==> src/rtl/rbf_pkg.sv <==
`timescale 1ns / 1ps

package rbf_pkg;

    localparam int MODE_W = 3;
    localparam int BYTE_W = 8;
    localparam int CNT_W  = 13;

    // Largest capacity the 13-bit register can name, and the capacity after reset
    localparam int CAP_FIELD_MAX = 8191;
    localparam int CAP_RESET_VAL = 4096;

    localparam logic [MODE_W-1:0] MODE_WRITE = 3'd0;
    localparam logic [MODE_W-1:0] MODE_READ  = 3'd1;
    localparam logic [MODE_W-1:0] MODE_PEEK  = 3'd2;
    localparam logic [MODE_W-1:0] MODE_SKIP  = 3'd3;
    localparam logic [MODE_W-1:0] MODE_CLEAR = 3'd4;

    typedef enum logic [2:0] {
        OP_WRITE,
        OP_READ,
        OP_PEEK,
        OP_SKIP,
        OP_CLEAR,
        OP_NOP
    } t_op;

    typedef struct packed {
        t_op               op;
        logic [BYTE_W-1:0] data;
        logic [CNT_W-1:0]  amount;
    } t_cmd;

    typedef enum logic {
        BS_EXEC,
        BS_WAIT
    } t_bstate;

endpackage

==> src/rtl/rbf_cmd_queue.sv <==
`timescale 1ns / 1ps

module rbf_cmd_queue (
    input  logic          i_clk,
    input  logic          i_rst_n,
    input  logic          i_push_valid,
    input  rbf_pkg::t_cmd i_push_cmd,
    output logic          o_push_ready,
    output logic          o_pop_valid,
    output rbf_pkg::t_cmd o_pop_cmd,
    input  logic          i_pop_ready
);
    import rbf_pkg::*;

    t_cmd       r_slot [2];
    logic       r_wp;
    logic       r_rp;
    logic [1:0] r_cnt;
    logic       push;
    logic       pop;

    assign o_push_ready = (r_cnt != 2'd2);
    assign o_pop_valid  = (r_cnt != 2'd0);
    assign o_pop_cmd    = r_slot[r_rp];
    assign push         = i_push_valid && o_push_ready;
    assign pop          = i_pop_ready && o_pop_valid;

    always_ff @(posedge i_clk) begin
        if (!i_rst_n) begin
            r_wp  <= 1'b0;
            r_rp  <= 1'b0;
            r_cnt <= 2'd0;
        end else begin
            if (push) begin
                r_wp <= !r_wp;
            end
            if (pop) begin
                r_rp <= !r_rp;
            end
            if (push && !pop) begin
                r_cnt <= r_cnt + 2'd1;
            end else if (pop && !push) begin
                r_cnt <= r_cnt - 2'd1;
            end
        end
    end

    always_ff @(posedge i_clk) begin
        if (push) begin
            r_slot[r_wp] <= i_push_cmd;
        end
    end

endmodule

==> config.mk <==
export PLATFORM = sky130hd
export DESIGN_NAME = rbf_cmd_queue
export DESIGN_NICKNAME = d
export VERILOG_FILES = /design/src/rtl/rbf_pkg.sv /design/src/rtl/rbf_cmd_queue.sv
export SDC_FILE = /design/constraint.sdc
export NUM_CORES = 1
export LEC_CHECK = 0
export ABC_CLOCK_PERIOD_IN_PS = 3300
export BUFFER_PORTS_ARGS = -buffer_cell sky130_fd_sc_hd__buf_2
export CAP_MARGIN = 40
export CORE_UTILIZATION = 25
export CTS_BUF_LIST = sky130_fd_sc_hd__clkbuf_8
export DETAILED_ROUTE_END_ITERATION = 12
export PLACE_DENSITY = 0.47
export SYNTH_ARGS = -nofsm -noshare
export SYNTH_HDL_FRONTEND = slang
export SYNTH_SLANG_ARGS = --single-unit
==> constraint.sdc <==
create_clock -name i_clk -period 3.3 [get_ports i_clk]
set_input_delay 0 -clock i_clk [delete_from_list [all_inputs] [get_ports i_clk]]
set_output_delay 0 -clock i_clk [all_outputs]
set_load 0.1 [all_outputs]
Word level (Yosys, flattened, before mapping)
Memory sizes are Yosys's and may differ from the RTL's. A register that Yosys moved wholly into a read port is not among the register bits.
Index checks and enable logic that the tools add are counted.
- register bits: 4
- RAM bits: 48
- input port bits: 28
- output and inout port bits: 26
- word-level logic and storage cells: 23
- memories: 1
- add/sub/neg operators: 2
- equal/unequal tests: 1
- mux-type cells: 6
- reductions and logical operators: 10
- memories (name ; depth ; width ; read ports ; clocked after Yosys merged registers in ; wr ports ; RTL line ; RTL):
    r_slot ; 2 ; 24 ; 1 ; 1 ; 1 ; rbf_cmd_queue.sv:15 ; t_cmd r_slot [2];
- operator list (operator ; number):
    $logic_and A1 B1 Y1 ; 4
    $logic_not A1 Y1 ; 4
    $mux W1 ; 4
    $mux W2 ; 2
    $reduce_bool A2 Y1 ; 2
    $add A2 B1 Y2 const B ; 1
    $ne A2 B2 Y1 const B ; 1
    $sub A2 B1 Y2 const B ; 1

Logic depth before layout (Yosys ltp)
- word-level depth: 6
- depth in mapped cells: 6

Worst setup path before layout
OpenSTA, ideal clock, no wires.
- path type: register to register
- start point: register r_cnt[0]
- end point: memory r_slot[1][0] (netlist bit) (enable)
- setup time: 0.383 ns
- arrival: 1.457 ns
- required time: 2.917 ns
- slack: 1.460 ns
- stages on the path, launching flop included: 3
- clock period less this slack: 1.840 ns
- cell sequence: dfxtp_1 -> nand2b_4 -> and3_1
- longest elaborated chain between the ends: 4
- ends and longest elaborated chain (what ; RTL line ; RTL):
    start: declaration ; rbf_cmd_queue.sv:18 ; logic [1:0] r_cnt;
    start signal: assignment ; rbf_cmd_queue.sv:41 ; r_cnt <= r_cnt + 2'd1;
    start signal: assignment ; rbf_cmd_queue.sv:43 ; r_cnt <= r_cnt - 2'd1;
    $ne A2 B2 Y1 ; rbf_cmd_queue.sv:22 ; assign o_push_ready = (r_cnt != 2'd2);
    named net o_push_ready ; rbf_cmd_queue.sv:8 ; output logic o_push_ready,
    $logic_and A1 B1 Y1 ; rbf_cmd_queue.sv:25 ; assign push = i_push_valid && o_push_ready;
    $mux W1 ; rbf_cmd_queue.sv:49 ; if (push) begin
    $mux W1 (implied by the code) ; rbf_cmd_queue.sv:50 ; r_slot[r_wp] <= i_push_cmd;
    end: declaration ; rbf_cmd_queue.sv:15 ;
The timed path passes the listed nets, and every way through them passes these cells.

==> impl_metrics.json <==
{
  "outcome": "finished, final reports clean",
  "yosysUniqueCellTypes": 19,
  "skew_ns": 0.004062,
  "antenna_found_initial": 0,
  "synth_top_cell_by_area": "edfxtp_1",
  "synthTopCellsByCount": "edfxtp_1 (48), mux2_2 (24), dfxtp_1 (5)",
  "start_kind": "flop",
  "dp_cells": 251,
  "final_nets": 213,
  "p_switching_uw": 1196,
  "synthMuxAreaShare": 0.1372,
  "fin_util": 0.3713,
  "cp_slowest_stage_delay_ns": 0.72,
  "areaGrowthSynthToFinish_pct": 40.41,
  "postCtsHoldBufs": 25,
  "viasPerCell": 3.972,
  "cts_tree": "built",
  "power_frac_seq": 0.344,
  "rsz0062_at_grt": "false",
  "ff2ff_path_depth": 4,
  "ir_drop_mv": 0.7057,
  "wl_um": 3544,
  "port_buffers": 53,
  "diodes": 0,
  "coreArea_mm2": 0.007447,
  "tightest_slew_ns": 0.6129,
  "synthXorXnorAreaFrac": 0.01334,
  "cp_top_family": "flip-flops",
  "synth_nets": 128,
  "ioPinCount": 54,
  "yosysMostFrequentCell": "edfxtp_1",
  "cts_num_sinks": 53,
  "synth_fa_ha_area_frac": 0.006353,
  "grt_use_total": 0.09035,
  "synth-simple-area-share": 0.03304,
  "drive_gt1_frac": 0.4919,
  "dieWidth_um": 90.76,
  "dpl.hpwl_um": 2460,
  "start_util": 0.2644,
  "relSlewSlack": 0.5908,
  "cts_max_level": 2,
  "gp_congestion": 0.6702,
  "synth_top_family_by_area": "multiplexers",
  "clockPowerShare": 0.191,
  "ys_top_cells_by_area": "edfxtp_1 (73%), mux2_2 (14%), dfxtp_1 (5.1%)",
  "finalCriticalPeriod_ns": 1.891,
  "drc": 0,
  "clk_path_buf_depth": 2,
  "drv_slew": 0,
  "reg2reg_slack_ns": 1.63,
  "cts_buffers": 5,
  "dr.pass1.iters": 3,
  "crit_slowest_cell": "dfxtp_1",
  "overflow": 0,
  "syn_inst": 99,
  "timing.hold.ws_ns": 0.03826,
  "setup_viol": 0,
  "via_count": 1128,
  "max_freq_ghz": 0.5288,
  "critPathMaxFanout": 13,
  "cp.buffers_inverters": 2,
  "rr_endpoint": "r_slot[0][17]",
  "ys.flop_type": "edfxtp_1",
  "worstSetupPathType": "reg -> out",
  "finalCritPeriodShare": 0.5731,
  "clock_latency_ns": 0.30,
  "setup-tns-final_ns": 0,
  "instances_no_fill": 284,
  "ys_async_sr_fraction": 0,
  "die-area_mm2": 0.008236,
  "ys_ff_latch": 53,
  "p_comb_frac": 0.465,
  "rows": 31,
  "grt_start_max_net_pins": 25,
  "path_cells": "buf_8 > mux2_2 > buf_2",
  "synth-edff-count": 48,
  "drv_cap": 0,
  "synth_compound_area_frac": 0.01779,
  "syn_area_mm2": 0.001969,
  "fillers": 712,
  "critPathCaptureType": "primary output",
  "swShare": 0.4586,
  "ys_seq_area_frac": 0.7827,
  "root_buffer": "clkbuf_8",
  "grt_pass1_wl_um": 5713,
  "cts_setup_buffers": 0,
  "postCtsResizedCells": 0,
  "rr_startpoint": "r_cnt[0]",
  "hold_class": "in -> reg",
  "p_per_area_mw_per_mm2": 943.5,
  "hold_viol": 0,
  "drtIter0Drc": 26,
  "crit_end": "o_pop_cmd[16]",
  "ys_warn_count": 0,
  "fp.dieH_um": 90.76,
  "syn_avg_cell_area_um2": 19.89,
  "wl_per_cell_um": 12.48,
  "cp_data_required_time_ns": 3.30,
  "ant_nets": 0,
  "cp.depth": 3,
  "path_clk_slew_ns": 0.09,
  "synth.top_cell.area_share": 0.7319,
  "grt_pass1_vias": 1183,
  "leakage_uw": 0.001041,
  "crit_arrival_ns": 1.89,
  "p_int_uw": 1412
}
-- cell type report --
type	instances	area (um^2)	share of cell area
Sequential cell	53	1541	0.5575
Clock buffer	5	68.82	0.02489
Clock inverter	3	65.06	0.02353
Tap cell	99	123.9	0.04480
Inverter	1	3.754	0.001357
Timing Repair Buffer	81	553.0	0.2000
Multi-Input combinational cell	42	409.1	0.1480
-- placed cells by master, fill, tap and decap left out, types with 2 or more instances in the layout --
master / Yosys / final
and2_1: 4 / 4
buf_2: 3 / 53
edfxtp_1: 48 / 48
mux2_2: 24 / 24
dfxtp_1: 5 / 5
bufinv_16: 0 / 2
buf_8: 0 / 2
dlygate4sd3_1: 0 / 25
clkbuf_8: 0 / 5
xnor2_1: 2 / 2
-- cells by family after synthesis --
| family | after synthesis |
|---|---|
| XOR/XNOR | 3 |
| AO/OA/AOI/OAI | 5 |
| multiplexers | 24 |
| adder cells (fa/ha/maj) | 1 |
| AND/OR/NAND/NOR | 9 |
| buffers and inverters | 4 |
| flip-flops | 53 |
-- flip-flops by register name (all words and copies together) (netlist names), named ones only --
signal,flops
r_cnt,2
r_wp,1
r_rp,1
r_slot,48
-- layer usage --
metal  GRT usage  vias up  routed length (um)
met5           0        -                   0
met1      0.1026      542                1516
met4     0.02823        0                  36
met3     0.03114        4                 205
met2      0.1585       37                1785
li1            -      545                   -
-- power groups by stage --
stage	combinational, uW	clock [uW]	sequential [uW]
4_1_cts	1230	518	900
5_1_grt	1260	537	911
2_1_floorplan	1040	0	882
3_5_place_dp	1200	0	916
6_report	1210	499	896
3_3_place_gp	1150	0	929
-- through the flow --
stage | power (uW) | setup slack, ns | cell area [um^2]
floorplan | 1926 | 1.460 | 1969
global placement | 2083 | 1.476 | 2351
detailed placement | 2119 | 1.581 | 2381
CTS | 2648 | 1.322 | 2765
global route | 2712 | 1.265 | 2765
finish | 2609 | 1.409 | 2765
-- worst register-to-register path: stages, from the launching register on --
cell,delay (ns)
dfxtp_1,0.43
nand2b_4,0.19
nand3b_1,0.10
inv_1,0.43
buf_8,0.23
-- worst min path at each step --
stage / from / to / slack (ns) / cells past startpoint
floorplan: i_push_cmd[0] / r_slot[0][0] / 0.1 / 0
global placement: i_push_cmd[22] / r_slot[0][22] / 0.19 / 1
detailed placement: i_push_cmd[18] / r_slot[0][18] / 0.19 / 1
CTS: i_push_valid / r_wp / 0.03 / 3
global route: i_push_valid / r_wp / 0.04 / 3
finish: i_push_valid / r_wp / 0.04 / 3
Note: power is estimated with default switching activity, not from simulation.
