<file path="config.mk">
export PLATFORM = sky130hd
export DESIGN_NAME = rbf_front_flat
export DESIGN_NICKNAME = d
export VERILOG_FILES = /design/src/rtl/rbf_pkg.sv /design/src/rtl/rbf_in_if.sv /design/src/rtl/rbf_front.sv /design/src/flat_wrapper.sv
export SDC_FILE = /design/constraint.sdc
export NUM_CORES = 1
export LEC_CHECK = 0
export BUFFER_PORTS_ARGS = -buffer_cell sky130_fd_sc_hd__buf_2
export CAP_MARGIN = 30
export CORE_MARGIN = 3
export CORE_UTILIZATION = 42
export DETAILED_ROUTE_END_ITERATION = 10
export PLACE_DENSITY = 0.83
export SLEW_MARGIN = 20
export SYNTH_ARGS = -nofsm -noshare
export SYNTH_HDL_FRONTEND = slang
export SYNTH_SLANG_ARGS = --single-unit
</file>
<file path="constraint.sdc">
create_clock -name i_clk -period 1.5 [get_ports i_clk]
set_input_delay 0 -clock i_clk [delete_from_list [all_inputs] [get_ports i_clk]]
set_output_delay 0 -clock i_clk [all_outputs]
set_load 0.005 [all_outputs]
</file>
<file path="src/rtl/rbf_pkg.sv">
`timescale 1ns / 1ps

package rbf_pkg;

    localparam int MODE_W = 3;
    localparam int BYTE_W = 8;
    localparam int CNT_W  = 13;

    // Largest capacity the 13-bit register can name, and the capacity after reset
    localparam int CAP_FIELD_MAX = 8191;
    localparam int CAP_RESET_VAL = 4096;

    localparam logic [MODE_W-1:0] MODE_WRITE = 3'd0;
    localparam logic [MODE_W-1:0] MODE_READ  = 3'd1;
    localparam logic [MODE_W-1:0] MODE_PEEK  = 3'd2;
    localparam logic [MODE_W-1:0] MODE_SKIP  = 3'd3;
    localparam logic [MODE_W-1:0] MODE_CLEAR = 3'd4;

    typedef enum logic [2:0] {
        OP_WRITE,
        OP_READ,
        OP_PEEK,
        OP_SKIP,
        OP_CLEAR,
        OP_NOP
    } t_op;

    typedef struct packed {
        t_op               op;
        logic [BYTE_W-1:0] data;
        logic [CNT_W-1:0]  amount;
    } t_cmd;

    typedef enum logic {
        BS_EXEC,
        BS_WAIT
    } t_bstate;

endpackage

</file>
<file path="src/rtl/rbf_in_if.sv">
`timescale 1ns / 1ps

interface rbf_in_if;
    logic                        valid;
    logic                        ready;
    logic [rbf_pkg::MODE_W-1:0]  mode;
    logic [rbf_pkg::BYTE_W-1:0]  data_in;
    logic [rbf_pkg::CNT_W-1:0]   amount;

    modport source (output valid, output mode, output data_in, output amount, input ready);
    modport sink   (input valid, input mode, input data_in, input amount, output ready);
endinterface

</file>
<file path="src/rtl/rbf_front.sv">
`timescale 1ns / 1ps

module rbf_front (
    input  logic          i_clk,
    input  logic          i_rst_n,
    rbf_in_if.sink        i_in,
    output rbf_pkg::t_cmd o_cmd,
    output logic          o_cmd_valid,
    input  logic          i_cmd_ready
);
    import rbf_pkg::*;

    t_cmd r_cmd;
    logic r_valid;
    t_op  dec_op;
    logic accept;

    always_comb begin
        unique case (i_in.mode)
            MODE_WRITE: dec_op = OP_WRITE;
            MODE_READ:  dec_op = OP_READ;
            MODE_PEEK:  dec_op = OP_PEEK;
            MODE_SKIP:  dec_op = OP_SKIP;
            MODE_CLEAR: dec_op = OP_CLEAR;
            default:    dec_op = OP_NOP;
        endcase
    end

    assign i_in.ready = !r_valid || i_cmd_ready;
    assign accept     = i_in.valid && i_in.ready;

    always_ff @(posedge i_clk) begin
        if (!i_rst_n) begin
            r_valid <= 1'b0;
        end else if (accept) begin
            r_valid <= 1'b1;
        end else if (i_cmd_ready) begin
            r_valid <= 1'b0;
        end
    end

    always_ff @(posedge i_clk) begin
        if (accept) begin
            r_cmd.op     <= dec_op;
            r_cmd.data   <= i_in.data_in;
            r_cmd.amount <= i_in.amount;
        end
    end

    assign o_cmd       = r_cmd;
    assign o_cmd_valid = r_valid;

endmodule

</file>
<file path="src/flat_wrapper.sv">
// flat-port wrapper written by rule: the top's interface ports become plain ports
module rbf_front_flat import rbf_pkg::*;
  (i_clk, i_rst_n, o_cmd, o_cmd_valid, i_cmd_ready, i_in_valid, i_in_mode, i_in_data_in, i_in_amount, i_in_ready);
  rbf_in_if i_in_i ();
  input  logic i_clk;
  input  logic i_rst_n;
  output rbf_pkg::t_cmd o_cmd;
  output logic o_cmd_valid;
  input  logic i_cmd_ready;
  input wire logic [$bits(i_in_i.valid)-1:0] i_in_valid;
  input wire logic [$bits(i_in_i.mode)-1:0] i_in_mode;
  input wire logic [$bits(i_in_i.data_in)-1:0] i_in_data_in;
  input wire logic [$bits(i_in_i.amount)-1:0] i_in_amount;
  output wire logic [$bits(i_in_i.ready)-1:0] i_in_ready;
  assign i_in_i.valid = i_in_valid;
  assign i_in_i.mode = i_in_mode;
  assign i_in_i.data_in = i_in_data_in;
  assign i_in_i.amount = i_in_amount;
  assign i_in_ready = i_in_i.ready;
  rbf_front u_core (.i_clk(i_clk), .i_rst_n(i_rst_n), .i_in(i_in_i), .o_cmd(o_cmd), .o_cmd_valid(o_cmd_valid), .i_cmd_ready(i_cmd_ready));
endmodule
</file>
After elaboration in Yosys (flattened, before gate mapping)
Cells that the tools add are included.

Register bits after elaboration: 25. Input bits: 28. Logic and storage cells: 16.

Eq/ne operators: 4. Mux-type cells: 3. Reductions and logical operators: 5.

Operator list (count): $pmux 3 s5 (1); $eq 3x2->1 const B (2); $eq 3x1->1 const B (1); $eq 3x3->1 const B (1); $logic_not 3->1 (1); $mux 1 (2); $reduce_bool 2->1 (1); $logic_and 1x1->1 (1); $logic_not 1->1 (1); $logic_or 1x1->1 (1).

Depth between registers and ports, before layout
Gate-level depths: netlist of run 1.

Depth after elaboration: 4. Gate-level depth with buffers: 2.

Worst setup path before layout of run 1
OpenSTA, ideal clock, no wires.

Kind: register to register. Start: register u_core.r_valid (netlist: u_core.o_cmd_valid). End: register u_core.r_cmd (netlist bit u_core.o_cmd[0]) (enable). Setup time: 326 ps. Data arrival time: 699 ps. Path slack: 475 ps. Stages on the path, launching flop included: 3. Path buffers: 0. Period minus slack after synthesis: 1025 ps. Cells stage by stage: dfxtp_1 > nand2b_4 > and2_4.

Cells in the longest elaborated chain, start to end: 3.

RTL lines: from (decl) (RTL line rbf_front.sv:14) `logic r_valid;`; from (signal assigned) (RTL line rbf_front.sv:34) `r_valid <= 1'b0;`; from (signal assigned) (RTL line rbf_front.sv:36) `r_valid <= 1'b1;`; from (signal assigned) (RTL line rbf_front.sv:38) `r_valid <= 1'b0;`; $logic_not 1->1 (RTL line rbf_front.sv:29) `assign i_in.ready = !r_valid || i_cmd_ready;`; $logic_or 1x1->1 (RTL line rbf_front.sv:29); named net i_in_ready (RTL line flat_wrapper.sv:14) `output wire logic [$bits(i_in_i.ready)-1:0] i_in_ready;`; $logic_and 1x1->1 (RTL line rbf_front.sv:30) `assign accept = i_in.valid && i_in.ready;`; named net u_core.accept (RTL line rbf_front.sv:16) `logic accept;`; to (decl) (RTL line rbf_front.sv:13) `t_cmd r_cmd;`.

The timed path passes the listed nets, and every way through them passes these cells. A chain may end at the register's enable or synchronous reset.

Worst setup path after layout of run 1
Start: input i_in_mode[2]. End: register u_core.r_cmd (netlist bit u_core.o_cmd[21]), data pin.

Cells in the longest elaborated chain, start to end: 2. Elaborated cells between the ends (all ways): 6.

RTL lines: from (decl) (RTL line flat_wrapper.sv:11) `input wire logic [$bits(i_in_i.mode)-1:0] i_in_mode;`; $eq 3x3->1 (tied with other cells) (RTL line rbf_front.sv:19) `unique case (i_in.mode)`; $pmux 3 s5 (*) (RTL line rbf_front.sv:19); named net u_core.dec_op[0] (RTL line rbf_front.sv:15) `t_op dec_op;`.

The timed path passes the listed nets; every way through them passes the cells marked *.

==> flow_summary_export.csv, run 1 <==
group,metric,value,unit
yosys,synth_edf_count,24,
sta,setup_violations,0,
global_routing,grtUsageTotal,0.173,
placed_design,gp_congestion,0.697,
clocking,numCtsBuffers,3,
route,totalWireLength,1.90,mm
finish,area_growth,73.0,%
die,die_area,2450,um2
sta,fmax,773,MHz
route,vias_per_cell,4.27,
sta,final-hold-violation-count,0,
route,drt_first_iter_violations,5,
route,ant_nets,0,
clocking,clk_pin_slew_worst_paths,130,ps
finish,antenna_cells,0,
finish,nFillCells,112,
global_routing,grt_pass1_vias,702,
route,vias,593,
die,fp.dieW,49.5,um
yosys,syn_inst,32,
yosys,syn_nets,60,
finish,final_nets,143,
clocking,clock_sinks,25,
yosys,postSynthAreaPerCell,24.9,um2
route,dr.pass1.iters,4,
yosys,syn_area,796,um2
sta,fin_ws,206,ps
critical_path,crit_type,"input pin to register",
global_routing,grt_pass1_wl,3.09,mm
yosys,seq_area_frac_synth,0.931,
clocking,cts_tree,"done",
yosys,synthFlopType,"edfxtp_1",
finish,stdcell_area,1380,um2
die,die_h,49.5,um
placed_design,place_ws,420,ps
worst_hold_path,hold_class,"input pin to register",
sta,slew_headroom,0.800,
job,drv_cap,0,
power_and_ir_drop,peakVddDrop,0.679,mV
sta,hold_ws,42.2,ps
clocking,cts_hold_buf,26,
placed_design,place_area,1090,um2
sta,period_share,0.863,
global_routing,grt_antenna_before_repair,0,
run_status,status,"finished clean",
clocking,clock-root-buffer,"clkbuf_4",
critical_path,r2r_slack,320,ps
sta,finalClockSkew,5.19,ps
critical_path,worstReg2RegStart,"u_core.o_cmd_valid$_SDFFE_PN0P_",
critical_path,startpoint,"i_in_mode[2]",
die,core-area,1760,um2
global_routing,grt_max_degree,25,
critical_path,cp.arrival,1370,ps
finish,drive_gt1_frac,0.526,
sta,slew_viol_final,0,
sta,grt_setup_unrepaired,"false",
route,wire_per_inst,13.7,um
power_and_ir_drop,powerDensity,919,nW/um2
yosys,yosys_warnings,0,
critical_path,start_kind,"input pin",
critical_path,reg2reg_depth,3,
critical_path,cp-endpoint,"u_core.o_cmd[21]$_DFFE_PP_",
yosys,yosys.area.top_type,"edfxtp_1",
clocking,htreeDepth,1,
route,drcViolationCount,0,
yosys,synthTopCellsByArea,"edfxtp_1 (91%), dfxtp_1 (2.5%), nand2b_4 (1.7%), a21boi_2 (1.4%), and2_4 (1.1%)",
yosys,synth_cell_types,9,
clocking,clock_latency,300,ps
critical_path,path_max_fanout,3,
power_and_ir_drop,p_leak,0.604,nW
yosys,ys_ff_latch,25,
sta,timing.setup.tns,0,ps
yosys,synthArstFlopShare,0,
sta,layout_min_cycle_time,1290,ps
sta,tightest_slew,300,ps
die,start_util,0.451,
clocking,cts.repair.resized,0,
clocking,postCtsSetupRepairBufs,0,
die,ios,54,
critical_path,cp.required,1570,ps
critical_path,endpoint_kind,"register",
yosys,yosysMostFrequentCell,"edfxtp_1",
die,fp-row-count,15,
critical_path,r2r_end,"u_core.o_cmd_valid$_SDFFE_PN0P_",
placed_design,numPortBuffers,53,
global_routing,overflow,0,
clocking,clockBufferDepth,2,
yosys,synth_top_cell_area_share,0.906,
metal layers:
layer / track usage / wire (um) / share of wire
met5: 0 / 0 / 0
met4: 0.0876 / 44 / 0.023
met3: 0.0483 / 146 / 0.077
met2: 0.330 / 1040 / 0.55
met1: 0.163 / 669 / 0.35
worst min-delay path by stage:
stage                            endpoint  slack, ps  cells past startpoint             from
2_1_floorplan   u_core.o_cmd[0]$_DFFE_PP_        100                      0   i_in_amount[0]
3_3_place_gp    u_core.o_cmd[3]$_DFFE_PP_        180                      1   i_in_amount[3]
6_report       u_core.o_cmd[22]$_DFFE_PP_         40                      2     i_in_mode[1]
4_1_cts        u_core.o_cmd[22]$_DFFE_PP_         30                      2     i_in_mode[1]
5_1_grt        u_core.o_cmd[22]$_DFFE_PP_         40                      2     i_in_mode[1]
3_5_place_dp   u_core.o_cmd[12]$_DFFE_PP_        180                      1  i_in_amount[12]
power breakdown:
group | internal, mW | total, mW | switching (mW)
Combinational | 0.102 | 0.162 | 0.0599
Clock | 0.0994 | 0.280 | 0.181
Sequential | 0.813 | 0.823 | 0.0105
Total | 1.01 | 1.27 | 0.251
placed cells by master, fill, tap and decap left out:
cell type / n
buf_2: 53
dlygate4sd3_1: 26
edfxtp_1: 24
clkbuf_4: 3
nand2b_4: 1
and2_4: 1
a21o_1: 1
nor2b_1: 1
inv_1: 1
a21boi_2: 1
clkinv_2: 1
dfxtp_1: 1
registers in the layout, summed over array words and instances (netlist names):
| register | cells |
|---|---|
| u_core.o_cmd | 24 |
| u_core.o_cmd_valid | 1 |
critical path, cell delays in order:
cell and delay (ps):
dlygate4sd3_1 530, buf_2 130, a21o_1 140, dlygate4sd3_1 550
area by class of cell:
| class | instances | area, um2 | share of cell area |
|---|---|---|---|
| repair buffers | 79 | 526 | 0.382 |
| inverters | 1 | 3.75 | 0.00273 |
| flip-flops and latches | 25 | 741 | 0.538 |
| multi-input cells | 5 | 47.5 | 0.0345 |
| clock inverters | 1 | 5.00 | 0.00364 |
| clock buffers | 3 | 22.5 | 0.0164 |
| well taps | 25 | 31.3 | 0.0227 |
metrics by stage:
stage / instances / total power, mW / utilization
2_1_floorplan: 32 / 0.868 / -
3_3_place_gp: 109 / 0.941 / 0.617
3_5_place_dp: 109 / 0.946 / 0.617
4_1_cts: 139 / 1.28 / 0.780
5_1_grt: 139 / 1.32 / 0.780
6_report: 139 / 1.27 / 0.780
cells by family after synthesis:
logic type | share of synthesized area
DFF | 0.931
AOI/OAI and AO/OA | 0.0236
and+or+nand+nor | 0.0362
buffers and inverters | 0.00942
(Power assumes the default switching activity.)
==> run 2, diff against run 1 <==
--- a/config.mk
+++ b/config.mk
@@ -8,9 +8,9 @@
 export BUFFER_PORTS_ARGS = -buffer_cell sky130_fd_sc_hd__buf_2
 export CAP_MARGIN = 30
 export CORE_MARGIN = 3
-export CORE_UTILIZATION = 42
+export CORE_UTILIZATION = 37
 export DETAILED_ROUTE_END_ITERATION = 10
-export PLACE_DENSITY = 0.83
+export PLACE_DENSITY = 0.75
 export SLEW_MARGIN = 20
 export SYNTH_ARGS = -nofsm -noshare
 export SYNTH_HDL_FRONTEND = slang
==> run 2 against run 1 <==
Compared with the run above: routed wire length fell by 8.4%; global-route usage down 3.4 points; largest cell class unchanged; sequential share of layout area shrank 0.098 points; critical path depth stayed put; power down 1.3%.
==> flow_summary_export.csv, run 2 (synthesis gave the netlist of run 1 again) <==
group,metric,value,unit
sta,period_share,0.866,
power_and_ir_drop,p_leak,0.604,nW
finish,fin_cells,141,
power_and_ir_drop,combPwrFrac,0.128,
route,drt_first_iter_violations,5,
sta,slew_headroom,0.806,
sta,grt_setup_unrepaired,"false",
die,ios,54,
die,start_util,0.397,
sta,layout_min_cycle_time,1300,ps
power_and_ir_drop,seqPwrFrac,0.659,
power_and_ir_drop,power_switching,0.235,mW
critical_path,crit_top_cell,"dlygate4sd3_1",
placed_design,gp_congestion,0.566,
job,drv_cap,0,
route,ant_nets,0,
die,fp-row-count,16,
sta,setup_violations,0,
finish,layout_common_cells,"buf_2 (53), dlygate4sd3_1 (26), edfxtp_1 (24)",
power_and_ir_drop,clockPowerShare,0.213,
clocking,clock_latency,290,ps
die,die_area,2740,um2
clocking,clockBufferDepth,2,
global_routing,grt_max_degree,25,
global_routing,grtUsageTotal,0.139,
clocking,cts_tree,"done",
placed_design,dpl.cell_count,111,
power_and_ir_drop,power_report.internal_total,1.01,mW
global_routing,grt_antenna_before_repair,0,
sta,final-hold-violation-count,0,
finish,nFillCells,144,
route,dr.pass1.iters,3,
finish,antenna_cells,0,
finish,drive_gt1_frac,0.526,
finish,regArea,741,um2
critical_path,path_max_fanout,3,
power_and_ir_drop,swShare,0.188,
die,core-area,2000,um2
route,vias,591,
sta,finalClockSkew,4.02,ps
power_and_ir_drop,peakVddDrop,0.529,mV
sta,tightest_slew,290,ps
placed_design,numPortBuffers,53,
finish,multi_input_area,47.5,um2
finish,final_common_cell,"buf_2",
critical_path,crit_chain,"dlygate4sd3_1, buf_2, a21o_1, dlygate4sd3_1",
sta,fmax,770,MHz
run_status,status,"finished clean",
finish,area_growth,73.3,%
critical_path,cp.required,1560,ps
global_routing,grt_pass1_wl,2.59,mm
critical_path,path_buf_inv,3,
sta,hold_ws,48.4,ps
sta,timing.setup.tns,0,ps
clocking,numCtsBuffers,3,
clocking,clk_pin_slew_worst_paths,120,ps
critical_path,start_kind,"input pin",
sta,slew_viol_final,0,
route,drcViolationCount,0,
power_and_ir_drop,p_total,1.25,mW
die,die_h,52.4,um
critical_path,endpoint_kind,"register",
global_routing,grt_pass1_vias,611,
global_routing,overflow,0,
critical_path,cp_top_family,"buffers and inverters",
route,vias_per_cell,4.19,
clocking,clock_sinks,25,
finish,final_nets,143,
finish,largest_reg_flops,24,
critical_path,slowest_stage,"dlygate4sd3_1",
critical_path,cp.arrival,1350,ps
critical_path,crit_type,"input pin to register",
route,totalWireLength,1.74,mm
clocking,htreeDepth,1,
clocking,clock-root-buffer,"clkbuf_4",
die,fp.dieW,52.4,um
critical_path,slowest_delay,550,ps
route,wire_per_inst,12.4,um
worst_hold_path,hold_class,"input pin to register",
power_and_ir_drop,powerDensity,906,nW/um2
==> run 2: layer usage <==
layer  GRT usage  routed length (um)
met1       0.120                 587
met2       0.277                 927
met3      0.0370                 207
met4      0.0766                  19
met5           0                   0
==> run 2: metrics by stage <==
stage	util	area, um2	setup slack (ps)
global route	0.689	1380	203
global placement	0.545	1090	446
detailed placement	0.545	1090	435
CTS	0.689	1380	218
finish	0.689	1380	201
floorplan	-	796	475
==> run 2: cell type report <==
type                       instances  share of cell area
tap                               27              0.0245
multi-input combinational          5              0.0345
inverter                           1             0.00272
clock inverter                     1             0.00363
timing repair buffer              79               0.381
sequential                        25               0.537
clock buffer                       3              0.0163
==> run 2: final timing paths <==
check	to	startpoint	slack [ps]	cells after the start
hold reg to reg	u_core.o_cmd[0]$_DFFE_PP_	u_core.o_cmd_valid$_SDFFE_PN0P_	910	2
hold / removal	u_core.o_cmd[22]$_DFFE_PP_	i_in_mode[1]	50	2
setup reg to reg	u_core.o_cmd_valid$_SDFFE_PN0P_	u_core.o_cmd_valid$_SDFFE_PN0P_	320	3
setup / recovery	u_core.o_cmd[21]$_DFFE_PP_	i_in_mode[2]	200	4
==> run 2: power groups by stage <==
stage / clock (mW) / combinational, mW / sequential, mW
after floorplan: 0 / 0.0227 / 0.846
after global placement: 0 / 0.103 / 0.837
after detailed placement: 0 / 0.107 / 0.840
after CTS: 0.281 / 0.159 / 0.824
after global routing: 0.316 / 0.176 / 0.828
final: 0.266 / 0.160 / 0.823
==> run 2: timing repair <==
action | CTS | global route
endpoints found under the hold margin | 25 | 0
gates resized for setup | 0 | 0
setup buffers | 0 | 0
hold buffers | 26 | 0
